File: src/design/tfs_pkg.sv
// types, character constants and letter table for the time format sanitizer
package tfs_pkg;

  localparam logic [7:0] PCT_CHAR  = 8'h25;
  localparam logic [7:0] HASH_CHAR = 8'h23;

  typedef enum logic [1:0] {
    ESC_NONE = 2'd0,
    ESC_PCT  = 2'd1,
    ESC_HASH = 2'd2
  } esc_mode_t;

  function automatic logic letter_allowed(input logic [7:0] c);
    logic ok;
    case (c)
      "a", "A", "b", "B", "c", "d", "H", "I", "j", "m", "M", "p",
      "S", "U", "w", "W", "x", "X", "y", "Y", "z", "Z", "%": ok = 1'b1;
      default: ok = 1'b0;
    endcase
    return ok;
  endfunction

endpackage

File: src/design/time_format_sanitizer.sv
// time format sanitizer: filters escapes of a format string, one byte a word
//
//   channel | handshake            | payload
//   --------+----------------------+-------------------------------------------
//   in      | in_valid / in_ready  | in_char, in_last
//   out     | out_valid / out_ready| out_char, char_valid, last_of_item,
//           |                      | end_of_string, format_error
//
// each accepted word is decoded in the cycle it is taken and loads 0 to 3 result
// words into a three-entry result shift register, drained one word per cycle
// while out_ready is high. a word that releases no character but ends the string
// loads one bare end marker word; otherwise such a word loads nothing.
// in_ready is high while the result register is empty or its final word is taken.
// rst is synchronous: escape state, error flag and result count clear.
// stalls on out hold the result register and, through in_ready, the input.
module time_format_sanitizer (
  input  logic       clk,
  input  logic       rst,
  input  logic       in_valid,
  output logic       in_ready,
  input  logic [7:0] in_char,
  input  logic       in_last,
  output logic       out_valid,
  input  logic       out_ready,
  output logic [7:0] out_char,
  output logic       char_valid,
  output logic       last_of_item,
  output logic       end_of_string,
  output logic       format_error
);

  tfs_pkg::esc_mode_t escape_mode, escape_mode_next;
  logic       error_seen, error_next;
  logic [1:0] rem;
  logic [7:0] b0, b1, b2;
  logic       str_last, str_err, char_ok;

  logic [7:0] c0, c1, c2;
  logic [1:0] n_next, load_cnt;
  logic       bare;
  logic       in_fire, out_fire;

  assign out_valid = (rem != 2'd0);
  assign in_ready  = (rem == 2'd0) || ((rem == 2'd1) && out_ready);
  assign in_fire   = in_valid && in_ready;
  assign out_fire  = out_valid && out_ready;

  always_comb begin
    c0 = 8'h00;
    c1 = 8'h00;
    c2 = 8'h00;
    n_next = 2'd0;
    escape_mode_next = tfs_pkg::ESC_NONE;
    error_next = error_seen;
    case (escape_mode)
      tfs_pkg::ESC_PCT: begin
        if (in_char == tfs_pkg::HASH_CHAR) begin
          escape_mode_next = tfs_pkg::ESC_HASH;
        end else if (tfs_pkg::letter_allowed(in_char)) begin
          c0 = tfs_pkg::PCT_CHAR;
          c1 = in_char;
          n_next = 2'd2;
        end else begin
          error_next = 1'b1;
        end
      end
      tfs_pkg::ESC_HASH: begin
        if (tfs_pkg::letter_allowed(in_char)) begin
          c0 = tfs_pkg::PCT_CHAR;
          c1 = tfs_pkg::HASH_CHAR;
          c2 = in_char;
          n_next = 2'd3;
        end else begin
          error_next = 1'b1;
        end
      end
      default: begin
        if (in_char == tfs_pkg::PCT_CHAR) begin
          escape_mode_next = tfs_pkg::ESC_PCT;
        end else begin
          c0 = in_char;
          n_next = 2'd1;
        end
      end
    endcase
    if (in_last && (escape_mode_next != tfs_pkg::ESC_NONE)) begin
      error_next = 1'b1;
      escape_mode_next = tfs_pkg::ESC_NONE;
    end
    bare = (n_next == 2'd0) && in_last;
    load_cnt = bare ? 2'd1 : n_next;
  end

  // escape state and result count
  always_ff @(posedge clk) begin
    if (rst) begin
      escape_mode <= tfs_pkg::ESC_NONE;
      error_seen  <= 1'b0;
      rem         <= 2'd0;
    end else begin
      if (in_fire) begin
        escape_mode <= escape_mode_next;
        error_seen  <= in_last ? 1'b0 : error_next;
        rem         <= load_cnt;
      end else if (out_fire) begin
        rem <= rem - 2'd1;
      end
    end
  end

  // result words
  always_ff @(posedge clk) begin
    if (in_fire) begin
      b0       <= c0;
      b1       <= c1;
      b2       <= c2;
      char_ok  <= !bare;
      str_last <= in_last;
      str_err  <= error_next;
    end else if (out_fire) begin
      b0 <= b1;
      b1 <= b2;
    end
  end

  assign out_char      = b0;
  assign char_valid    = char_ok;
  assign last_of_item  = (rem == 2'd1);
  assign end_of_string = last_of_item && str_last;
  assign format_error  = end_of_string && str_err;

endmodule

File: config.mk
export PLATFORM = sky130hd
export DESIGN_NAME = time_format_sanitizer
export DESIGN_NICKNAME = d
export VERILOG_FILES = /design/src/design/tfs_pkg.sv /design/src/design/time_format_sanitizer.sv
export SDC_FILE = /design/constraint.sdc
export NUM_CORES = 1
export LEC_CHECK = 0
export BUFFER_PORTS_ARGS = -buffer_cell sky130_fd_sc_hd__buf_2
export CORE_UTILIZATION = 50
export CTS_BUF_LIST = sky130_fd_sc_hd__clkbuf_4 sky130_fd_sc_hd__clkbuf_8 sky130_fd_sc_hd__clkbuf_16
export CTS_CLUSTER_DIAMETER = 200
export CTS_CLUSTER_SIZE = 16
export DETAILED_ROUTE_END_ITERATION = 8
export PLACE_DENSITY = 0.84
export SLEW_MARGIN = 5
export SYNTH_ARGS = -nofsm -noshare
export SYNTH_HDL_FRONTEND = slang
export SYNTH_SLANG_ARGS = --single-unit
File: constraint.sdc
create_clock -name clk -period 1.9 [get_ports clk]
set_input_delay 0.095 -clock clk [delete_from_list [all_inputs] [get_ports clk]]
set_output_delay 0.095 -clock clk [all_outputs]
set_load 0.01 [all_outputs]
* Word-level counts from Yosys, hierarchy flattened *
Cells that the tools add are included.

storage, ports and cells
  bits in registers = 32
  bits in latches = 0
  bits in writable memories = 0
  memory bits (read-only) = 0
  bits of input ports = 13
  logic and storage cells = 88
  memories kept = 0

cells by class
  add/sub/neg operators = 1
  $mul = 0
  div/mod/pow operators = 0
  $lt $le $gt $ge = 0
  eq/ne operators = 27
  shift-type cells = 0
  muxes and demuxes = 35
  bitwise operators = 0
  reductions and logical operators = 16

operators by type and width
  operator               number
  $eq A8 B7 Y1 const B   22
  $mux W8                7
  $pmux W8 S2            2
  $mux W6                4
  $reduce_or A23 Y1      1
  $eq A8 B6 Y1 const B   2
  $mux W2                8
  $mux W1                11
  $pmux W2 S2            2
  $logic_and A1 B1 Y1    7
  $reduce_bool A2 Y1     3
  $eq A2 B1 Y1 const B   2
  $logic_not A2 Y1       2
  $eq A2 B2 Y1 const B   1
  $pmux W1 S2            1
  $reduce_and A2 Y1      1
  $sub A2 B1 Y2 const B  1
  $logic_not A1 Y1       1
  $logic_or A1 B1 Y1     1

* Longest topological paths before layout *
Gate-level depths: netlist (run 1).

  depth after elaboration = 12
  mapped depth = 9
  gate-level depth less buffers = 9

* Least setup slack after synthesis (run 1) *
Ideal clock, no wire load.

  path kind = reg2reg
  from = register rem[0]
  to = register b2[0] (enable)
  setup time = 0.380 ns
  arrival time = 1.753 ns
  required time = 1.520 ns
  slack = -0.232 ns
  stages on the path, launching flop included = 7
  buffers on the path = 2
  clock period less this slack = 2.132 ns
  path through = dfxtp_1 > ha_1 > a21o_1 > nand2_1 > inv_1 > buf_2 > buf_1

on the way
  longest elaborated chain between the ends = 4
  elaborated cells on any way between the ends = 5
  those cells by class = eq/ne: 1; reduce/logical: 4

ends and longest elaborated chain
  element                 line                          source
  from (decl)             time_format_sanitizer.sv:34   logic [1:0] rem;
  from (signal assigned)  time_format_sanitizer.sv:104  rem <= load_cnt;
  from (signal assigned)  time_format_sanitizer.sv:106  rem <= rem - 2'd1;
  $eq A2 B1 Y1            -
  net last_of_item        time_format_sanitizer.sv:27   output logic last_of_item,
  $logic_and A1 B1 Y1     time_format_sanitizer.sv:44   assign in_ready = (rem == 2'd0) || ((rem == 2'd1) && out_ready);
  $logic_or A1 B1 Y1      time_format_sanitizer.sv:44
  net in_ready            time_format_sanitizer.sv:20   output logic in_ready,
  $logic_and A1 B1 Y1     time_format_sanitizer.sv:45   assign in_fire = in_valid && in_ready;
  net in_fire             time_format_sanitizer.sv:41   logic in_fire, out_fire;
  to (signal assigned)    time_format_sanitizer.sv:116  b2 <= c2;
  to (decl)               time_format_sanitizer.sv:35   logic [7:0] b0, b1, b2;

The timed path passes the listed nets, and every way through them passes these cells.
A chain may end at the register's enable or synchronous reset.

* Final worst setup path (run 1) *
  from = register escape_mode[0]
  to = register escape_mode[1]

on the way
  longest elaborated chain between the ends = 5
  elaborated cells on any way between the ends = 6
  those cells by class = eq/ne: 2; mux: 2; reduce/logical: 2

ends and longest elaborated chain
  element                                       line                          source
  from (decl)                                   time_format_sanitizer.sv:32   tfs_pkg::esc_mode_t escape_mode, escape_mode_next;
  from (signal assigned)                        time_format_sanitizer.sv:97   escape_mode <= tfs_pkg::ESC_NONE;
  from (signal assigned)                        time_format_sanitizer.sv:102  escape_mode <= escape_mode_next;
  $eq A2 B2 Y1 or $eq A2 B1 Y1 (tied branches)  time_format_sanitizer.sv:55   case (escape_mode)
  $pmux W2 S2 (*)                               time_format_sanitizer.sv:55
  $reduce_bool A2 Y1                            time_format_sanitizer.sv:86   if (in_last && (escape_mode_next != tfs_pkg::ESC_NONE)) begin
  $logic_and A1 B1 Y1                           time_format_sanitizer.sv:86
  $mux W2 (*)                                   time_format_sanitizer.sv:86

Mark *: on every way between the ends. The rest lies on a longest branch, timed or not.

==> results.cfg, run 1 <==
[outcome]
status = completed

[timing]
hold_violations = 0
fin_crit_sh_pct = 94.0
rsz0062_at_grt = no
setup_viol = 0
fmax_mhz = 560
hold_slack_ns = 0.0707
finalMaxSlewViolations = 0
finalCriticalPeriod_ns = 1.79
timing.setup.tns_ns = 0
finalClockSkew_ns = 0.00792

[yosys]
syn_nets = 193
ys_types = 43
synthArstFlopShare_pct = 0
syn_area_um2 = 1760
synth_edf_count = 27
syn_inst = 176
ys_ff_latch = 32
synth.avg_cell_area_um2 = 10.0
synth_area_leaders = edfxtp_1 (46%), nand2_1 (6.4%), dfxtp_1 (5.7%)
ys_warn_count = 0
synth_top_area_share_pct = 46.1
synth_largest_area_cell = edfxtp_1
yosysSeqAreaShare_pct = 51.7
ys_dominant_reg_cell = edfxtp_1

[final_layout]
final_cell_mix = nand2_1 (30), edfxtp_1 (27), buf_2 (26), a21oi_1 (12), o21ai_0 (11)
antenna_cells = 0
layout_commonest_cell = nand2_1
drive_gt1_share_pct = 24.5
stdcell_area_um2 = 2060
layout.nets = 224
area_delta_synth_final_pct = 16.8
fillers = 302

[grt]
grt_pass1_wl_mm = 5.19
gr-total-overflow = 0
gr-usage-met1_pct = 25.7
met3_usage_pct = 5.67
use_met2_pct = 29.8
grt-busiest-layer = met2
grt_pass1_vias = 1194
grt_max_degree = 27
antenna_found_initial = 0
track_usage_pct = 19.5

[placement]
dp_hpwl_mm = 2.35
gp_congestion = 0.941
place_area_um2 = 1970
portBuffers = 26

[worst_hold_path]
hold_path_class = input port to flip-flop

[floorplan]
chipHeight_um = 61.3
coreArea_um2 = 3360
fp.dieW_um = 61.3
ioPinCount = 27
initial_core_util_pct = 52.3
dieArea_um2 = 3760
rows = 21

[critical_path]
reg2reg_depth = 7
r2r_slack_ns = 0.11
crit_end = escape_mode[1]$_SDFFE_PP0P_
crit_fanout = 7
cp.arrival_ns = 2.07
end_kind = flip-flop
worstReg2RegStart = escape_mode[0]$_SDFFE_PP0P_
cp-start-kind = flip-flop
crit_path_start = escape_mode[0]$_SDFFE_PP0P_
r2r-end = escape_mode[1]$_SDFFE_PP0P_
cp_data_required_time_ns = 2.18
crit_type = flip-flop to flip-flop

[detailed_routing]
ant_nets = 0
drt_iter0_markers = 55
dr.pass1.iters = 4
via_per_inst = 5.39
route.detailed.wl_per_inst_um = 12.7
route.detailed.drc = 0
wirelength_mm = 3.24
vias = 1369

[clock_tree]
clk_pin_slew_ns = 0.10
cts_sinks = 32
clock_latency_ns = 0.34
postCtsSetupBuffers = 0
htreeDepth = 2
numCtsBuffers = 5
cts_tree = yes
root_buffer = clkbuf_4
cts_buffer_depth = 2

[power]
power_density_nw_per_um2 = 1100
p_leak_nw = 0.861
ir_drop_mv = 0.519

[flow_run]
max_cap_viol_count = 0
-- state kept, by name, indices dropped and copies added (netlist names) --
signal,count
b1,8
b2,8
out_char,8
escape_mode,2
rem,2
char_valid,1
error_seen,1
str_err,1
str_last,1
-- per-stage QoR --
stage | utilization (%) | power [mW] | cells | setup WS, ns
after floorplan | - | 1.50 | 176 | 0.0574
after global placement | 58.4 | 1.73 | 245 | 0.182
after detailed placement | 58.4 | 1.75 | 245 | 0.131
after CTS | 61.1 | 2.26 | 254 | 0.0988
after global routing | 61.1 | 2.40 | 254 | 0.0246
final | 61.1 | 2.25 | 254 | 0.113
-- Yosys cell counts (2+ instances only) --
cell and number:
buf_2 2, nand3b_1 2, o21ai_0 11, and2_1 4, nand2b_1 3, buf_6 3, a21oi_1 12, ha_1 4
nand2_1 30, nor2_1 6, dfxtp_1 5, o21ai_1 5, clkbuf_1 4, nor3b_2 2, nand3_1 6, nor2b_1 4
a211oi_1 2, inv_1 9, and3_1 9, o211ai_1 2, edfxtp_1 27, a31oi_1 3
-- layout make-up --
| type | instances | area (um2) | share of cell area, % |
|---|---|---|---|
| clock buffers | 6 | 45.0 | 2.19 |
| well taps | 46 | 57.6 | 2.80 |
| flip-flops and latches | 32 | 911 | 44.3 |
| repair buffers | 35 | 225 | 11.0 |
| clock inverters | 2 | 35.0 | 1.70 |
| multi-input cells | 124 | 748 | 36.4 |
| inverters | 9 | 33.8 | 1.64 |
-- what timing repair did --
item                                   in CTS  in global routing
endpoints found under the hold margin       3                  0
resized for setup                           0                  1
hold buffers                                1                  0
setup endpoints to repair                   0                  2
-- where the power goes --
group,internal [mW],leakage (nW),switching (mW)
Clock,0.290,0.0456,0.230
Sequential,1.00,0.303,0.0466
Combinational,0.281,0.512,0.402
-- routing by layer --
metal,vias to the layer above,share of wire (%)
met1,622,46
li1,697,-
met3,6,4.9
met5,-,0
met4,0,1.9
met2,44,47
-- how the worst min path moves through the flow --
stage	from	to	slack, ns	depth (start not counted)
finish	in_last	str_last$_DFFE_PP_	0.07	1
floorplan	rst	escape_mode[1]$_SDFFE_PP0P_	0.16	1
global placement	rst	escape_mode[0]$_SDFFE_PP0P_	0.33	2
CTS	in_last	str_last$_DFFE_PP_	0.06	1
global route	in_last	str_last$_DFFE_PP_	0.06	1
detailed placement	rst	escape_mode[1]$_SDFFE_PP0P_	0.33	2
-- kinds of logic (layout without fill, tap and decap cells) --
group,after synthesis,in the layout,share of synthesized area (%)
other,1,1,0.213
AOI/OAI and AO/OA,45,45,16.8
adders and majority gates,4,4,2.84
buffers and inverters,20,52,5.76
DFF,32,32,51.7
xor gates and xnor gates,1,1,0.498
and+or+nand+nor,73,73,22.2
-- worst max-delay path, stage by stage, from the launching register on --
cell and delay, ns:
dfxtp_1 0.37, inv_1 0.05, ha_1 0.34, buf_4 0.18, nor2b_1 0.19, nand2_1 0.12, or3_1 0.33, a21oi_1 0.14
No activity file was read; power rests on OpenSTA's default activity.
==> inputs of run 2 (changes only) <==
--- a/config.mk
+++ b/config.mk
@@ -6,12 +6,14 @@
 export NUM_CORES = 1
 export LEC_CHECK = 0
 export BUFFER_PORTS_ARGS = -buffer_cell sky130_fd_sc_hd__buf_2
+export CAP_MARGIN = 25
+export CORE_MARGIN = 3
 export CORE_UTILIZATION = 50
 export CTS_BUF_LIST = sky130_fd_sc_hd__clkbuf_4 sky130_fd_sc_hd__clkbuf_8 sky130_fd_sc_hd__clkbuf_16
 export CTS_CLUSTER_DIAMETER = 200
 export CTS_CLUSTER_SIZE = 16
 export DETAILED_ROUTE_END_ITERATION = 8
-export PLACE_DENSITY = 0.84
+export PLACE_DENSITY_LB_ADDON = 0.05
 export SLEW_MARGIN = 5
 export SYNTH_ARGS = -nofsm -noshare
 export SYNTH_HDL_FRONTEND = slang
==> results.cfg, run 2 (synthesized netlist as in run 1, its figures left out) <==
[outcome]
status = completed

[power]
intPower_mw = 1.60
p_sw_mw = 0.716
power_density_nw_per_um2 = 1100
combPwrFrac_pct = 32.1
total_power_mw = 2.32
pwr-share-seq_pct = 45.5
swShare_pct = 30.9
p_leak_nw = 0.871
clkPwrFrac_pct = 22.3
ir_drop_mv = 0.488

[timing]
finalMaxSlewViolations = 0
fmax_mhz = 563
rsz0062_at_grt = no
setup_viol = 0
finalCriticalPeriod_ns = 1.78
finalClockSkew_ns = 0.00951
fin_crit_sh_pct = 93.6
setup_ws_ns = 0.122
timing.setup.tns_ns = 0
hold_violations = 0

[critical_path]
r2r_slack_ns = 0.12
crit_type = flip-flop to flip-flop
crit_fanout = 21
cp-start-kind = flip-flop
end_kind = flip-flop
cp.arrival_ns = 1.86
cp_data_required_time_ns = 1.98

[clock_tree]
clock_latency_ns = 0.34
numCtsBuffers = 5
cts_buffer_depth = 2
cts_tree = yes
cts_sinks = 32
clk_pin_slew_ns = 0.09
root_buffer = clkbuf_4
htreeDepth = 2

[placement]
gp_congestion = 0.827
portBuffers = 26
dp_slack_ns = 0.0847
dp_hpwl_mm = 2.57

[final_layout]
antenna_cells = 0
utilization_pct = 65.5
area_delta_synth_final_pct = 19.1
drive_gt1_share_pct = 27.8
final_cell_mix = nand2_1 (29), edfxtp_1 (27), buf_2 (26), a21oi_1 (12), o21ai_0 (11)
fillers = 273
layout.nets = 228
layout_commonest_cell = nand2_1

[floorplan]
chipHeight_um = 65.3
coreArea_um2 = 3200
fp.dieW_um = 65.3
dieArea_um2 = 4270
initial_core_util_pct = 55.0
rows = 20
ioPinCount = 27

[detailed_routing]
dr.pass1.iters = 7
drt_iter0_markers = 99
vias = 1463
ant_nets = 0
route.detailed.wl_per_inst_um = 14.5
route.detailed.drc = 0
via_per_inst = 5.71
wirelength_mm = 3.72

[grt]
track_usage_pct = 19.2
grt_pass1_vias = 1344
antenna_found_initial = 0
grt_pass1_wl_mm = 6.18
gr-total-overflow = 0
grt_max_degree = 24

[worst_hold_path]
hold_path_class = input port to flip-flop

[flow_run]
max_cap_viol_count = 0
## run 2: routing by layer
metal | up-vias | part of all wire (%) | global-route usage (%)
met2 | 57 | 48 | 28.6
met1 | 693 | 45 | 26.6
met4 | 0 | 2.1 | 8.81
met3 | 11 | 5.3 | 4.27
met5 | - | 0 | 0
li1 | 702 | - | -
## run 2: repair_timing
action | CTS | global route
resized for setup | 0 | 6
hold buffers | 1 | 0
setup endpoints to repair | 0 | 9
endpoints found under the hold margin | 3 | 0
setup buffers | 0 | 3
## run 2: area by class of cell
class	instances	area [um2]	area share, %
sequential	32	912	43.5
multi-input combinational	124	756	36.0
timing repair buffer	38	251	12.0
tap	44	55.1	2.63
clock buffer	6	45.0	2.15
inverter	9	37.5	1.79
clock inverter	2	35.0	1.67
timing repair inverter	1	5.00	0.239
## run 2: power by group through the flow
stage | clock network [mW] | registers, mW | logic, mW
2_1_floorplan | 0 | 1.10 | 0.395
3_3_place_gp | 0 | 1.07 | 0.676
3_5_place_dp | 0 | 1.07 | 0.693
4_1_cts | 0.528 | 1.05 | 0.698
5_1_grt | 0.561 | 1.07 | 0.830
6_report | 0.517 | 1.05 | 0.744
## run 2: path summary, 6_finish.rpt
kind | start | to | cells past startpoint
worst max-delay path | rem[0]$_SDFFE_PP0P_ | b1[5]$_DFFE_PP_ | 8
worst min-delay path | in_last | str_last$_DFFE_PP_ | 1
worst max register to register | rem[0]$_SDFFE_PP0P_ | b1[5]$_DFFE_PP_ | 8
worst min register to register | escape_mode[1]$_SDFFE_PP0P_ | escape_mode[1]$_SDFFE_PP0P_ | 2
## run 2: worst max-delay path, cell delays in order, from the launching register on
cell	delay, ns
dfxtp_2	0.38
inv_1	0.06
ha_1	0.23
a21o_1	0.19
nand2_2	0.13
clkinvlp_4	0.17
buf_12	0.19
o21ai_0	0.08
o21ai_0	0.09
## run 2: through the flow
stage	hold slack [ns]	cell area (um2)	std cells
CTS	0.0666	2050	252
global placement	0.327	1960	243
finish	0.0690	2100	256
detailed placement	0.341	1960	243
global route	0.0919	2100	256
floorplan	0.164	1760	176
